==> src/hdl/hse_pkg.sv <==
// Shared types, constants and the signed compare of the heap sort engine.
// No dependencies.
`default_nettype none

package hse_pkg;

   localparam int VALUE_W = 32;

   // Memory port strobes driven by the sequencer
   typedef struct packed {
      logic wr_en;
      logic rd_en;
   } hse_mem_ctl_type;

   typedef enum logic [14:0] {
      ST_LOAD     = 15'b000000000000001,
      ST_START    = 15'b000000000000010,
      ST_BUILD    = 15'b000000000000100,
      ST_SD_GETN  = 15'b000000000001000,
      ST_SD_LC    = 15'b000000000010000,
      ST_SD_RC    = 15'b000000000100000,
      ST_SD_CMP   = 15'b000000001000000,
      ST_SD_SWAP  = 15'b000000010000000,
      ST_SD_DONE  = 15'b000000100000000,
      ST_EXTRACT  = 15'b000001000000000,
      ST_EX_RE    = 15'b000010000000000,
      ST_EX_W     = 15'b000100000000000,
      ST_EMIT_RD  = 15'b001000000000000,
      ST_EMIT_OUT = 15'b010000000000000,
      ST_SPARE    = 15'b100000000000000
   } hse_state_type;

   function automatic logic sgt(input logic [VALUE_W-1:0] a, input logic [VALUE_W-1:0] b);
      return $signed(a) > $signed(b);
   endfunction

endpackage

`default_nettype wire

==> src/hdl/hse_store.sv <==
// Value store of the heap sort engine: one write port, one read port,
// read data registered. Depends on hse_pkg.
`default_nettype none

module hse_store
   import hse_pkg::*;
#(
   parameter int DEPTH = 64,
   parameter int AW    = $clog2(DEPTH)
) (
   input  wire logic                clock,
   input  wire hse_mem_ctl_type     mem_ctl,
   input  wire logic [AW-1:0]       wr_addr,
   input  wire logic [VALUE_W-1:0]  wr_data,
   input  wire logic [AW-1:0]       rd_addr,
   output logic      [VALUE_W-1:0]  rd_data
);

   logic [VALUE_W-1:0] mem [DEPTH];
   logic [VALUE_W-1:0] rd_data_ff;

   always_ff @(posedge clock) begin
      if (mem_ctl.wr_en) begin
         mem[wr_addr] <= wr_data;
      end
   end

   // hold the last read word until the next read
   always_ff @(posedge clock) begin
      if (mem_ctl.rd_en) begin
         rd_data_ff <= mem[rd_addr];
      end
   end

   assign rd_data = rd_data_ff;

endmodule

`default_nettype wire

==> src/hdl/hse_ctrl.sv <==
// Sequencer of the heap sort engine: loading, heap build, extraction and
// result emission over the value store. Depends on hse_pkg.
`default_nettype none

module hse_ctrl
   import hse_pkg::*;
#(
   parameter int DEPTH = 64,
   parameter int AW    = $clog2(DEPTH),
   parameter int CW    = $clog2(DEPTH + 1)
) (
   input  wire logic                clock,
   input  wire logic                reset,
   input  wire logic                req_valid,
   output logic                     req_ready,
   input  wire logic [VALUE_W-1:0]  req_value,
   input  wire logic                req_last_in,
   output logic                     rsp_valid,
   input  wire logic                rsp_ready,
   output logic                     rsp_last_out,
   output logic                     rsp_overflow,
   output hse_mem_ctl_type          mem_ctl,
   output logic [AW-1:0]            wr_addr,
   output logic [VALUE_W-1:0]       wr_data,
   output logic [AW-1:0]            rd_addr,
   input  wire logic [VALUE_W-1:0]  rd_data
);

   hse_state_type      state_ff, state_in;
   logic [CW-1:0]      fill_ff, fill_in;
   logic               dropped_ff, dropped_in;
   logic [CW-1:0]      iter_ff, iter_in;
   logic [CW-1:0]      size_ff, size_in;
   logic [AW-1:0]      node_ff, node_in;
   logic [AW-1:0]      big_ff, big_in;
   logic [AW-1:0]      k_ff, k_in;
   logic               build_ff, build_in;
   logic [VALUE_W-1:0] nodeval_ff, nodeval_in;
   logic [VALUE_W-1:0] bigval_ff, bigval_in;

   logic [AW+1:0] lc_w, rc_w, size_ext;
   logic          lc_ok, rc_ok, last_k, accept;

   assign lc_w     = {1'b0, node_ff, 1'b1};
   assign rc_w     = lc_w + (AW+2)'(1);
   assign size_ext = (AW+2)'(size_ff);
   assign lc_ok    = lc_w < size_ext;
   assign rc_ok    = rc_w < size_ext;
   assign last_k   = (CW'(k_ff) + CW'(1)) == fill_ff;
   assign accept   = req_valid && req_ready;

   assign req_ready    = (state_ff == ST_LOAD);
   assign rsp_valid    = (state_ff == ST_EMIT_OUT);
   assign rsp_last_out = last_k;
   assign rsp_overflow = dropped_ff;

   always_comb begin
      state_in    = state_ff;
      fill_in     = fill_ff;
      dropped_in  = dropped_ff;
      iter_in     = iter_ff;
      size_in     = size_ff;
      node_in     = node_ff;
      big_in      = big_ff;
      k_in        = k_ff;
      build_in    = build_ff;
      nodeval_in  = nodeval_ff;
      bigval_in   = bigval_ff;
      mem_ctl     = '0;
      wr_addr     = '0;
      wr_data     = '0;
      rd_addr     = '0;

      unique case (state_ff)
         ST_LOAD: begin
            if (accept) begin
               if (fill_ff < CW'(DEPTH)) begin
                  mem_ctl.wr_en = 1'b1;
                  wr_addr       = fill_ff[AW-1:0];
                  wr_data       = req_value;
                  fill_in       = fill_ff + CW'(1);
               end else begin
                  dropped_in = 1'b1;
               end
               if (req_last_in) begin
                  state_in = ST_START;
               end
            end
         end
         ST_START: begin
            iter_in  = fill_ff >> 1;
            build_in = 1'b1;
            state_in = ST_BUILD;
         end
         ST_BUILD: begin
            if (iter_ff != '0) begin
               node_in        = AW'(iter_ff - CW'(1));
               size_in        = fill_ff;
               mem_ctl.rd_en  = 1'b1;
               rd_addr        = AW'(iter_ff - CW'(1));
               state_in       = ST_SD_GETN;
            end else begin
               iter_in  = fill_ff;
               build_in = 1'b0;
               state_in = ST_EXTRACT;
            end
         end
         ST_SD_GETN: begin
            nodeval_in = rd_data;
            state_in   = ST_SD_LC;
         end
         ST_SD_LC: begin
            if (lc_ok) begin
               mem_ctl.rd_en = 1'b1;
               rd_addr       = lc_w[AW-1:0];
               state_in      = ST_SD_RC;
            end else begin
               state_in = ST_SD_DONE;
            end
         end
         ST_SD_RC: begin
            if (sgt(rd_data, nodeval_ff)) begin
               big_in    = lc_w[AW-1:0];
               bigval_in = rd_data;
            end else begin
               big_in    = node_ff;
               bigval_in = nodeval_ff;
            end
            if (rc_ok) begin
               mem_ctl.rd_en = 1'b1;
               rd_addr       = rc_w[AW-1:0];
               state_in      = ST_SD_CMP;
            end else begin
               state_in = ST_SD_SWAP;
            end
         end
         ST_SD_CMP: begin
            if (sgt(rd_data, bigval_ff)) begin
               big_in    = rc_w[AW-1:0];
               bigval_in = rd_data;
            end
            state_in = ST_SD_SWAP;
         end
         ST_SD_SWAP: begin
            // move the larger child up; the sifted value is written once it settles
            if (big_ff == node_ff) begin
               state_in = ST_SD_DONE;
            end else begin
               mem_ctl.wr_en = 1'b1;
               wr_addr       = node_ff;
               wr_data       = bigval_ff;
               node_in       = big_ff;
               state_in      = ST_SD_LC;
            end
         end
         ST_SD_DONE: begin
            mem_ctl.wr_en = 1'b1;
            wr_addr       = node_ff;
            wr_data       = nodeval_ff;
            iter_in       = iter_ff - CW'(1);
            state_in      = build_ff ? ST_BUILD : ST_EXTRACT;
         end
         ST_EXTRACT: begin
            if (iter_ff > CW'(1)) begin
               mem_ctl.rd_en = 1'b1;
               rd_addr       = '0;
               state_in      = ST_EX_RE;
            end else begin
               k_in     = '0;
               state_in = ST_EMIT_RD;
            end
         end
         ST_EX_RE: begin
            bigval_in     = rd_data;
            mem_ctl.rd_en = 1'b1;
            rd_addr       = AW'(iter_ff - CW'(1));
            state_in      = ST_EX_W;
         end
         ST_EX_W: begin
            // old root goes to the end; old end value sifts from the root
            mem_ctl.wr_en = 1'b1;
            wr_addr       = AW'(iter_ff - CW'(1));
            wr_data       = bigval_ff;
            nodeval_in    = rd_data;
            node_in       = '0;
            size_in       = iter_ff - CW'(1);
            state_in      = ST_SD_LC;
         end
         ST_EMIT_RD: begin
            mem_ctl.rd_en = 1'b1;
            rd_addr       = k_ff;
            state_in      = ST_EMIT_OUT;
         end
         ST_EMIT_OUT: begin
            if (rsp_ready) begin
               if (last_k) begin
                  fill_in    = '0;
                  dropped_in = 1'b0;
                  state_in   = ST_LOAD;
               end else begin
                  k_in     = k_ff + AW'(1);
                  state_in = ST_EMIT_RD;
               end
            end
         end
         default: begin
            state_in = ST_LOAD;
         end
      endcase
   end

   always_ff @(posedge clock) begin
      if (reset) begin
         state_ff   <= ST_LOAD;
         fill_ff    <= '0;
         dropped_ff <= 1'b0;
         build_ff   <= 1'b0;
      end else begin
         state_ff   <= state_in;
         fill_ff    <= fill_in;
         dropped_ff <= dropped_in;
         build_ff   <= build_in;
      end
   end

   always_ff @(posedge clock) begin
      iter_ff    <= iter_in;
      size_ff    <= size_in;
      node_ff    <= node_in;
      big_ff     <= big_in;
      k_ff       <= k_in;
      nodeval_ff <= nodeval_in;
      bigval_ff  <= bigval_in;
   end

endmodule

`default_nettype wire

==> src/hdl/heap_sort_engine_top.sv <==
// Heap sort engine top level: value store plus sequencer.
// Depends on hse_pkg, hse_store and hse_ctrl.
//
// Usage:
//   Input channel req_*: one signed 32-bit value per transfer; req_last_in
//   closes the set. Up to DEPTH values are kept, later ones are dropped and
//   every result of that run then carries rsp_overflow.
//   Result channel rsp_*: the kept values in ascending order, rsp_last_out
//   on the final one.
//   Loading accepts one value per cycle. After the closing transfer req_ready
//   drops while the heap is built and emptied in place in one memory with a
//   single read and a single write port; each sift-down step reads the
//   children of the node and moves the larger child up if it beats the
//   sifted value. Each result is emitted as a memory read, then the
//   registered word is offered; the next read waits for the transfer.
//   A stalled result is held on rsp_* until the transfer completes.
//   Reset empties the set and returns to loading; no clearing pass is run,
//   the store is only read where it was written in the same run.
`default_nettype none

module heap_sort_engine_top
   import hse_pkg::*;
#(
   parameter int DEPTH = 64
) (
   input  wire logic                       clock,
   input  wire logic                       reset,
   input  wire logic                       req_valid,
   output logic                            req_ready,
   input  wire logic signed [VALUE_W-1:0]  req_value,
   input  wire logic                       req_last_in,
   output logic                            rsp_valid,
   input  wire logic                       rsp_ready,
   output logic signed [VALUE_W-1:0]       rsp_sorted_value,
   output logic                            rsp_last_out,
   output logic                            rsp_overflow
);

   localparam int AW = $clog2(DEPTH);
   localparam int CW = $clog2(DEPTH + 1);

   hse_mem_ctl_type    mem_ctl;
   logic [AW-1:0]      wr_addr;
   logic [VALUE_W-1:0] wr_data;
   logic [AW-1:0]      rd_addr;
   logic [VALUE_W-1:0] rd_data;

   hse_store #(
      .DEPTH (DEPTH),
      .AW    (AW)
   ) u_store (
      .clock   (clock),
      .mem_ctl (mem_ctl),
      .wr_addr (wr_addr),
      .wr_data (wr_data),
      .rd_addr (rd_addr),
      .rd_data (rd_data)
   );

   hse_ctrl #(
      .DEPTH (DEPTH),
      .AW    (AW),
      .CW    (CW)
   ) u_ctrl (
      .clock        (clock),
      .reset        (reset),
      .req_valid    (req_valid),
      .req_ready    (req_ready),
      .req_value    (req_value),
      .req_last_in  (req_last_in),
      .rsp_valid    (rsp_valid),
      .rsp_ready    (rsp_ready),
      .rsp_last_out (rsp_last_out),
      .rsp_overflow (rsp_overflow),
      .mem_ctl      (mem_ctl),
      .wr_addr      (wr_addr),
      .wr_data      (wr_data),
      .rd_addr      (rd_addr),
      .rd_data      (rd_data)
   );

   assign rsp_sorted_value = $signed(rd_data);

endmodule

`default_nettype wire

==> config.mk <==
export PLATFORM = sky130hd
export DESIGN_NAME = heap_sort_engine_top
export DESIGN_NICKNAME = d
export VERILOG_FILES = /design/src/hdl/hse_pkg.sv /design/src/hdl/hse_store.sv /design/src/hdl/hse_ctrl.sv /design/src/hdl/heap_sort_engine_top.sv
export SDC_FILE = /design/constraint.sdc
export NUM_CORES = 2
export LEC_CHECK = 0
export ABC_AREA = 0
export BUFFER_PORTS_ARGS = -buffer_cell sky130_fd_sc_hd__buf_2
export CAP_MARGIN = 25
export CORE_ASPECT_RATIO = 0.8
export CORE_MARGIN = 2
export CORE_UTILIZATION = 25
export CTS_BUF_LIST = sky130_fd_sc_hd__clkbuf_4
export DETAILED_ROUTE_END_ITERATION = 10
export GPL_TIMING_DRIVEN = 0
export PLACE_DENSITY = 0.51
export RECOVER_POWER = 25
export SLEW_MARGIN = 10
export SYNTH_ARGS = -nofsm -noshare
export SYNTH_HDL_FRONTEND = slang
export SYNTH_SLANG_ARGS = --single-unit
export TNS_END_PERCENT = 5
==> constraint.sdc <==
create_clock -name clock -period 4.5 [get_ports clock]
set_clock_uncertainty 0.2 [all_clocks]
set_input_delay 0.225 -clock clock [delete_from_list [all_inputs] [get_ports clock]]
set_output_delay 0.225 -clock clock [all_outputs]
set_load 0.1 [all_outputs]
* After elaboration in Yosys (flattened, before gate mapping) *
Memories as Yosys holds them, arrays and structs flattened. A register that Yosys moved wholly into a read port is not among the register bits.
Index checks and enable logic that the tools add are counted.

operators by class
  add/subtract/negate cells = 5
  $lt $le $gt $ge = 6
  equal/unequal tests = 28
  mux-type cells = 63
  reductions and logical operators = 23

operators by type and width
  operator              number
  $pmux 15 s13          1
  $mux 32               5
  $pmux 32 s4           1
  $pmux 32 s3           1
  $mux 6                13
  $gt 32x32->1          2
  $mux 15               3
  $mux 7                6
  $pmux 6 s5            1
  $pmux 7 s2            2
  $mux 13               2
  $pmux 6 s2            2
  $pmux 6 s4            1
  $pmux 7 s3            1
  $mux 10               2
  $mux 9                2
  $pmux 6 s3            1
  $ne 2x2->1 const B    8
  $eq 15x1->1 const B   1
  $eq 15x10->1 const B  1
  $eq 15x11->1 const B  1
  $eq 15x12->1 const B  1
  $eq 15x13->1 const B  1
  $eq 15x14->1 const B  1
  other kinds (34)      65

storage, ports and cells
  register bits after elaboration = 120
  bits in writable memories = 2048
  input port bits = 37
  output and inout bits = 36
  logic and storage cells = 137
  memories = 1

memories
  memory       words  bits a word  read ports  clocked after Yosys merged registers in  wr ports  line             source
  u_store.mem  64     32           1           1                                        1         hse_store.sv:19  logic [VALUE_W-1:0] mem [DEPTH];

* Depth between registers and ports, before layout *
  depth in word-level cells = 6
  mapped depth = 19
  depth with buffers taken out = 14

* Cells and area by module *
From an unflattened synthesis, not the netlist that was laid out.

unflattened totals
  cells, all modules = 4122
  area total of the unflattened synthesis = 86833.3 um^2

by module, submodules not included
  module     instances  cells an instance  area each (um^2)  seq. area each (um^2)
  hse_store  1          3324               78833.1           62459.9
  hse_ctrl   1          798                8000.2            3343.2

* Worst setup path after synthesis *
Ideal clock, no wire load.

  path type = flip-flop to flip-flop
  from = reg u_store.rd_data_ff[1] (netlist: u_store.rd_data[1]), read port of u_store.mem
  to = reg u_ctrl.bigval_ff[0], enable pin
  library setup time = 0.431 ns
  arrival time = 4.241 ns
  required time = 3.869 ns
  setup slack = -0.371 ns
  cell stages (with the launch flop) = 12
  path buffers = 0
  clock period less this slack = 4.871 ns
  cell sequence = edfxtp_1 ha_1 nor2b_1 o21a_1 o21a_1 o21ai_0 a21oi_1 a211oi_1 nor2_1 nor4bb_1 mux2i_1 o211ai_1

between the ends
  longest elaborated chain between the ends = 3

ends and longest elaborated chain
  what                        line             source
  start, declared             hse_store.sv:20  logic [VALUE_W-1:0] rd_data_ff;
  $gt 32x32->1                hse_pkg.sv:34    return $signed(a) > $signed(b);
  $ne 2x1->1 (no line)        n/a
  $reduce_and 2->1 (no line)  n/a
  end signal, assigned        hse_ctrl.sv:233  bigval_ff <= bigval_in;
  end, declared               hse_ctrl.sv:39   logic [VALUE_W-1:0] bigval_ff, bigval_in;

No other way between the ends.
A chain may end at the register's enable or synchronous reset.

* Worst setup path in the final report *
  from = reg u_ctrl.node_ff[1]
  to = reg u_store.rd_data_ff[29] (netlist: u_store.rd_data[29]), read port of u_store.mem (data pin)

between the ends
  longest elaborated chain between the ends = 4
  elaborated cells on any way between the ends = 9
  those cells by class = add/sub (1); order compare (2); mux (6)

ends and longest elaborated chain
  what                                             line             source
  start, declared                                  hse_ctrl.sv:34   logic [AW-1:0] node_ff, node_in;
  start signal, assigned                           hse_ctrl.sv:229  node_ff <= node_in;
  $add 7x1->8                                      hse_ctrl.sv:45   assign rc_w = lc_w + (AW+2)'(1);
  $lt 8x7->1                                       hse_ctrl.sv:48   assign rc_ok = rc_w < size_ext;
  $mux 6 / $mux 1 (equally long branches)          hse_ctrl.sv:129  if (rc_ok) begin
  $pmux 6 s5 / $pmux 1 s5 (equally long branches)  hse_ctrl.sv:74   unique case (state_ff)

Several ways; a longest one is shown, not always the timed one.

==> results.md <==
- The amount of wire on met3 after detailed routing is 59,200 um.
- The number of buffers and inverters on the critical path is 7.
- The DRC marker count from the first detailed-route iteration is 12,000.
- For this design the static power due to leakage is 0.0390 uW.
- The post-layout worst setup margin is -1.22 ns.
- Of the available clock period, the critical path in the final layout requires 1.27.
- The kind of cell with the highest combined delay along the critical path is simple AND/OR/NAND/NOR gates.
- The worst-case IR drop observed on VDD is 0.000224 V.
- The number of distinct library cells after synthesis is slightly below 90.
- Signal routing reaches up to met5.
- In the layout the commonest cells are 2,176 x sky130_fd_sc_hd__edfxtp_1, 1,031 x sky130_fd_sc_hd__nand2_1, 789 x sky130_fd_sc_hd__clkbuf_4.
- The non-filler instance count after layout is between 10,000 and 15,000.
- The number of cells on the worst reg-to-reg path is 19.
- The number of fill cells is 35,500.
- The final sum of negative setup slack is -1039.56 ns.
- The number of global-route vias before repair is 62,800.
- For this block, wires on met1 add up to between 150,000 and 200,000 um.
- Buffers inserted during clock tree synthesis total 549.
- The register-to-register setup slack is -1.22 ns.
- The max-slew headroom at the worst pin is 0.167.
- For hold timing, the worst endpoint is u_ctrl.state_ff[6].
- After detailed placement, the design holds a cell count of between 10,000 and 15,000.
- Among all flip-flop cells after synthesis, the most frequent one is sky130_fd_sc_hd__edfxtp_1.
- Relative to the synthesized area, the layout overhead comes to 27.2%.
- Summing every instance area after synthesis gives 0.0903 mm^2.
- Leaving out fill and tap cells, the most frequent cell in the layout is sky130_fd_sc_hd__edfxtp_1.
- The number of DRC violations after detailed routing is 2.
- Among all stages on the critical path, the largest delay is contributed by sky130_fd_sc_hd__nand4_1.
- STA classifies the critical path endpoint as a register.
- The post-synthesis register bit count is around 2,200.
- The sum of net half-perimeters after detailed placement is 265,000 um.
- The post-synth net total is ~6,600.
- For the pin with the worst max-slew slack, the measured transition is around 1.2 ns.
- The residual antenna-violating net count after detailed routing is 0.
- The total power consumption of the routed design is between 40,000 and 50,000 uW.
- The final reports fail on DRC, setup timing.
- The wire length of the first global-routing pass is 520,000 um.
- For this run, the post-layout net count is approximately 7,600.
- The cell count after synthesis is between 6,000 and 7,000.
- The clock root buffer master is sky130_fd_sc_hd__clkbuf_4.
- The tool flagged a number of max-cap violations equal to 0.
- The die boundary width is roughly 680 um.
- The total grt overflow is 0.
- The average size of a mapped cell is 14.0 um^2.
- Across all layers, the routed design uses 67,600 vias.
- The via-per-instance ratio is ~5.3.
- The element type at the critical path start is a register.
- Wires add up to approximately 390,000 um.
- The share of the Yosys chip area taken by registers is 0.728.
- The critical path goes through clkbuf_8 -> nand3_4 -> nor2_4 -> xor2_1 -> ha_1 -> a221oi_4 -> buf_12 -> nand4_4 -> and3_4 -> buf_8 -> clkbuf_16 -> buf_16 -> clkbuf_16 -> buf_4 -> nand3_1 -> a21oi_1 -> nor4_4 -> nand4_1 -> nor3_4.
- The number of setup violations in the final report is approximately 3,200.
- The floorplan core area is about 0.36 mm^2.
- The number of warnings reported in the yosys synthesis log is 0.
- The clock transition at the registers of the reported paths is approximately 0.08 ns.
- The H-tree was split into 6 levels.
- The count of input and output buffers is around 70.
- The worst-case clock buffer depth is 4.
- The setup path with the least slack is of type reg -> reg.
- Along the worst path, the maximum fanout reaches 7.
- The number of max-slew violations in the final report came to 0.
- The launch point of the worst reg-to-reg path is u_ctrl.node_ff[1].
- The synthesized design contains between 2,000 and 2,500 enable-type register cells.
- Along the worst hold path, the cell count comes to 4.
- The die covers between 0.3 and 0.4 mm^2.
- The initial utilization of the core area, before any placement, comes to 0.251.
- The count of final hold-check violations is 0.
- CTS saw approximately 2,200 sinks.
- The CTS tree is done.
- The congestion estimate from routability-driven global placement came to 0.944.
- The highest attainable clock frequency is between 0.15 and 0.2 GHz.
- During I/O placement, the number of pins put on the boundary was 73.
- The number of optimization iterations in the first detailed-route pass is 11.
- The endpoint identified for the worst register-to-register timing path is u_store.rd_data[29].
- The initial antenna violation count was a little over 40.
- Dividing the detail-routed wire length by the instance count gives around 30 um.
- The row count is 197.
- The largest single stage delay on the critical path is 0.85 ns.
- Of the cells placed in the final design, the portion with a size suffix greater than 1 is 0.268.
- Wire segments on met2 add up to about 160,000 um in the final route.
- The type of the tightest min-delay check is in -> reg.
- The cell repeated most along the worst path is sky130_fd_sc_hd__clkbuf_16.
- For the worst setup path, the data arrival time is 6.51 ns.
- Setup repair after global routing could not meet its margin everywhere.
- Clock latency on the worst-skew pair, taken at its later pin, is between 1 and 1.5 ns.
- The flow ran to the end, but the final reports show violations.
- The die is between 500 and 600 um tall.
- Data on the critical path is required at its endpoint by 5.29 ns.
- The all-layer global routing usage is 0.205.
- The final critical-path required period is ~5.7 ns.
- The share of synthesized flip-flops with an asynchronous set or reset is 0.
- The startpoint identified for the worst hold timing path is reset.
- The largest net degree at the start of global routing is 65.
- The power density relative to cell area is ~360 mW/mm^2.
-- area by class of cell --
cell class | count | area, um^2 | area share
Antenna cell | 19 | 47.5 | 0.000414
Buffer | 382 | 3890 | 0.0339
Clock buffer | 754 | 5660 | 0.0492
Clock inverter | 116 | 1000 | 0.00872
Inverter | 120 | 518 | 0.00451
Multi-Input combinational cell | 3734 | 25400 | 0.221
Sequential cell | 2199 | 65800 | 0.572
Tap cell | 4776 | 5980 | 0.0520
Timing Repair Buffer | 529 | 6640 | 0.0578
-- timing repair --
item                                     CTS  global route
hold endpoints to repair                1989             0
gates cloned                               2             0
hold buffers                              55             0
endpoints found under the setup margin  3938          3683
resized for setup                        984           286
pin swaps                                144            90
setup buffers                            138            64
-- synthesized netlist by cell type, drive strengths merged, types with 26 or more instances --
master | instances | area (um^2)
and2 | 29 | 181
a221oi | 30 | 293
inv | 120 | 450
a21oi | 326 | 1630
nor4 | 35 | 255
edfxtp | 2176 | 65300
a211oi | 144 | 1080
o21ai | 63 | 315
nand3 | 633 | 3180
o22ai | 86 | 538
nand2 | 1051 | 3950
mux2i | 290 | 2900
mux2 | 43 | 484
a31oi | 26 | 163
clkbuf | 152 | 571
nor3 | 98 | 513
a211o | 39 | 342
ha | 83 | 1040
o211ai | 111 | 833
nand4 | 47 | 334
and3 | 43 | 274
a222oi | 34 | 340
buf | 236 | 1250
nor2 | 188 | 706
-- through the flow --
stage	setup WS (ns)	utilization	instance area, um^2	hold slack, ns
finish	-1.22	0.319	115000	0.0893
global route	-1.12	0.319	115000	0.101
CTS	-0.920	0.315	113000	0.0198
detailed placement	-4.38	0.281	101000	0.258
global placement	-5.32	0.269	96700	0.249
floorplan	-0.342	-	90300	0.0966
-- report_power, final --
| group | internal, uW | total (uW) | leakage (uW) | switching, uW |
|---|---|---|---|---|
| clock | 8810 | 17300 | 0.00394 | 8440 |
| sequential | 22700 | 22700 | 0.0201 | 42.1 |
| combinational | 334 | 1380 | 0.0149 | 1040 |
| total | 31800 | 41300 | 0.0390 | 9520 |
-- how the worst max path moves through the flow --
stage                       start                  end  slack, ns  cells past startpoint
4_1_cts         u_ctrl.node_ff[1]  u_store.rd_data[21]      -0.92                     18
3_5_place_dp    u_ctrl.node_ff[3]  u_store.rd_data[21]      -4.38                     16
2_1_floorplan  u_store.rd_data[1]  u_ctrl.bigval_ff[0]      -0.34                     11
5_1_grt         u_ctrl.node_ff[0]  u_store.rd_data[13]      -1.12                     17
6_report        u_ctrl.node_ff[1]  u_store.rd_data[29]      -1.22                     19
3_3_place_gp    u_ctrl.node_ff[2]  u_store.rd_data[25]      -5.32                     17
-- per-layer routing --
metal | track usage | vias to the layer above
met1 | 0.287 | 34200
met2 | 0.282 | 5200
li1 | - | 27300
met3 | 0.0801 | 873
met5 | 0.00290 | -
met4 | 0.0747 | 20
-- state kept, by name (all words and copies together), names as in the netlist --
| register | cells |
|---|---|
| u_ctrl.state_ff | 14 |
| u_store.mem | 2048 |
| u_ctrl.size_ff | 7 |
| u_ctrl.nodeval_ff | 32 |
| u_ctrl.rsp_overflow | 1 |
| u_ctrl.build_ff | 1 |
| u_ctrl.big_ff | 6 |
| u_ctrl.fill_ff | 7 |
| u_ctrl.node_ff | 6 |
| u_ctrl.k_ff | 6 |
| u_ctrl.bigval_ff | 32 |
| u_ctrl.iter_ff | 7 |
| u_store.rd_data | 32 |
-- cell families after synthesis --
| logic type | count (synthesis) | synth area share |
|---|---|---|
| flip-flops | 2199 | 0.728 |
| buffers and inverters | 508 | 0.0251 |
| adder cells (fa/ha/maj) | 83 | 0.0115 |
| AO/OA/AOI/OAI | 1062 | 0.0809 |
| XOR/XNOR | 31 | 0.00301 |
| multiplexers | 341 | 0.0395 |
| AND/OR/NAND/NOR | 2217 | 0.112 |
-- worst register-to-register path, stage by stage (launching register included) --
cell and delay, ns:
sky130_fd_sc_hd__edfxtp_1 0.51, sky130_fd_sc_hd__clkbuf_8 0.21, sky130_fd_sc_hd__nand3_4 0.10, sky130_fd_sc_hd__nor2_4 0.13, sky130_fd_sc_hd__xor2_1 0.16, sky130_fd_sc_hd__ha_1 0.30, sky130_fd_sc_hd__a221oi_4 0.32, sky130_fd_sc_hd__buf_12 0.17
sky130_fd_sc_hd__nand4_4 0.23, sky130_fd_sc_hd__and3_4 0.33, sky130_fd_sc_hd__buf_8 0.15, sky130_fd_sc_hd__clkbuf_16 0.16, sky130_fd_sc_hd__buf_16 0.16, sky130_fd_sc_hd__clkbuf_16 0.19, sky130_fd_sc_hd__buf_4 0.17, sky130_fd_sc_hd__nand3_1 0.07
sky130_fd_sc_hd__a21oi_1 0.15, sky130_fd_sc_hd__nor4_4 0.23, sky130_fd_sc_hd__nand4_1 0.85, sky130_fd_sc_hd__nor3_4 0.66
(Power assumes the default switching activity.)
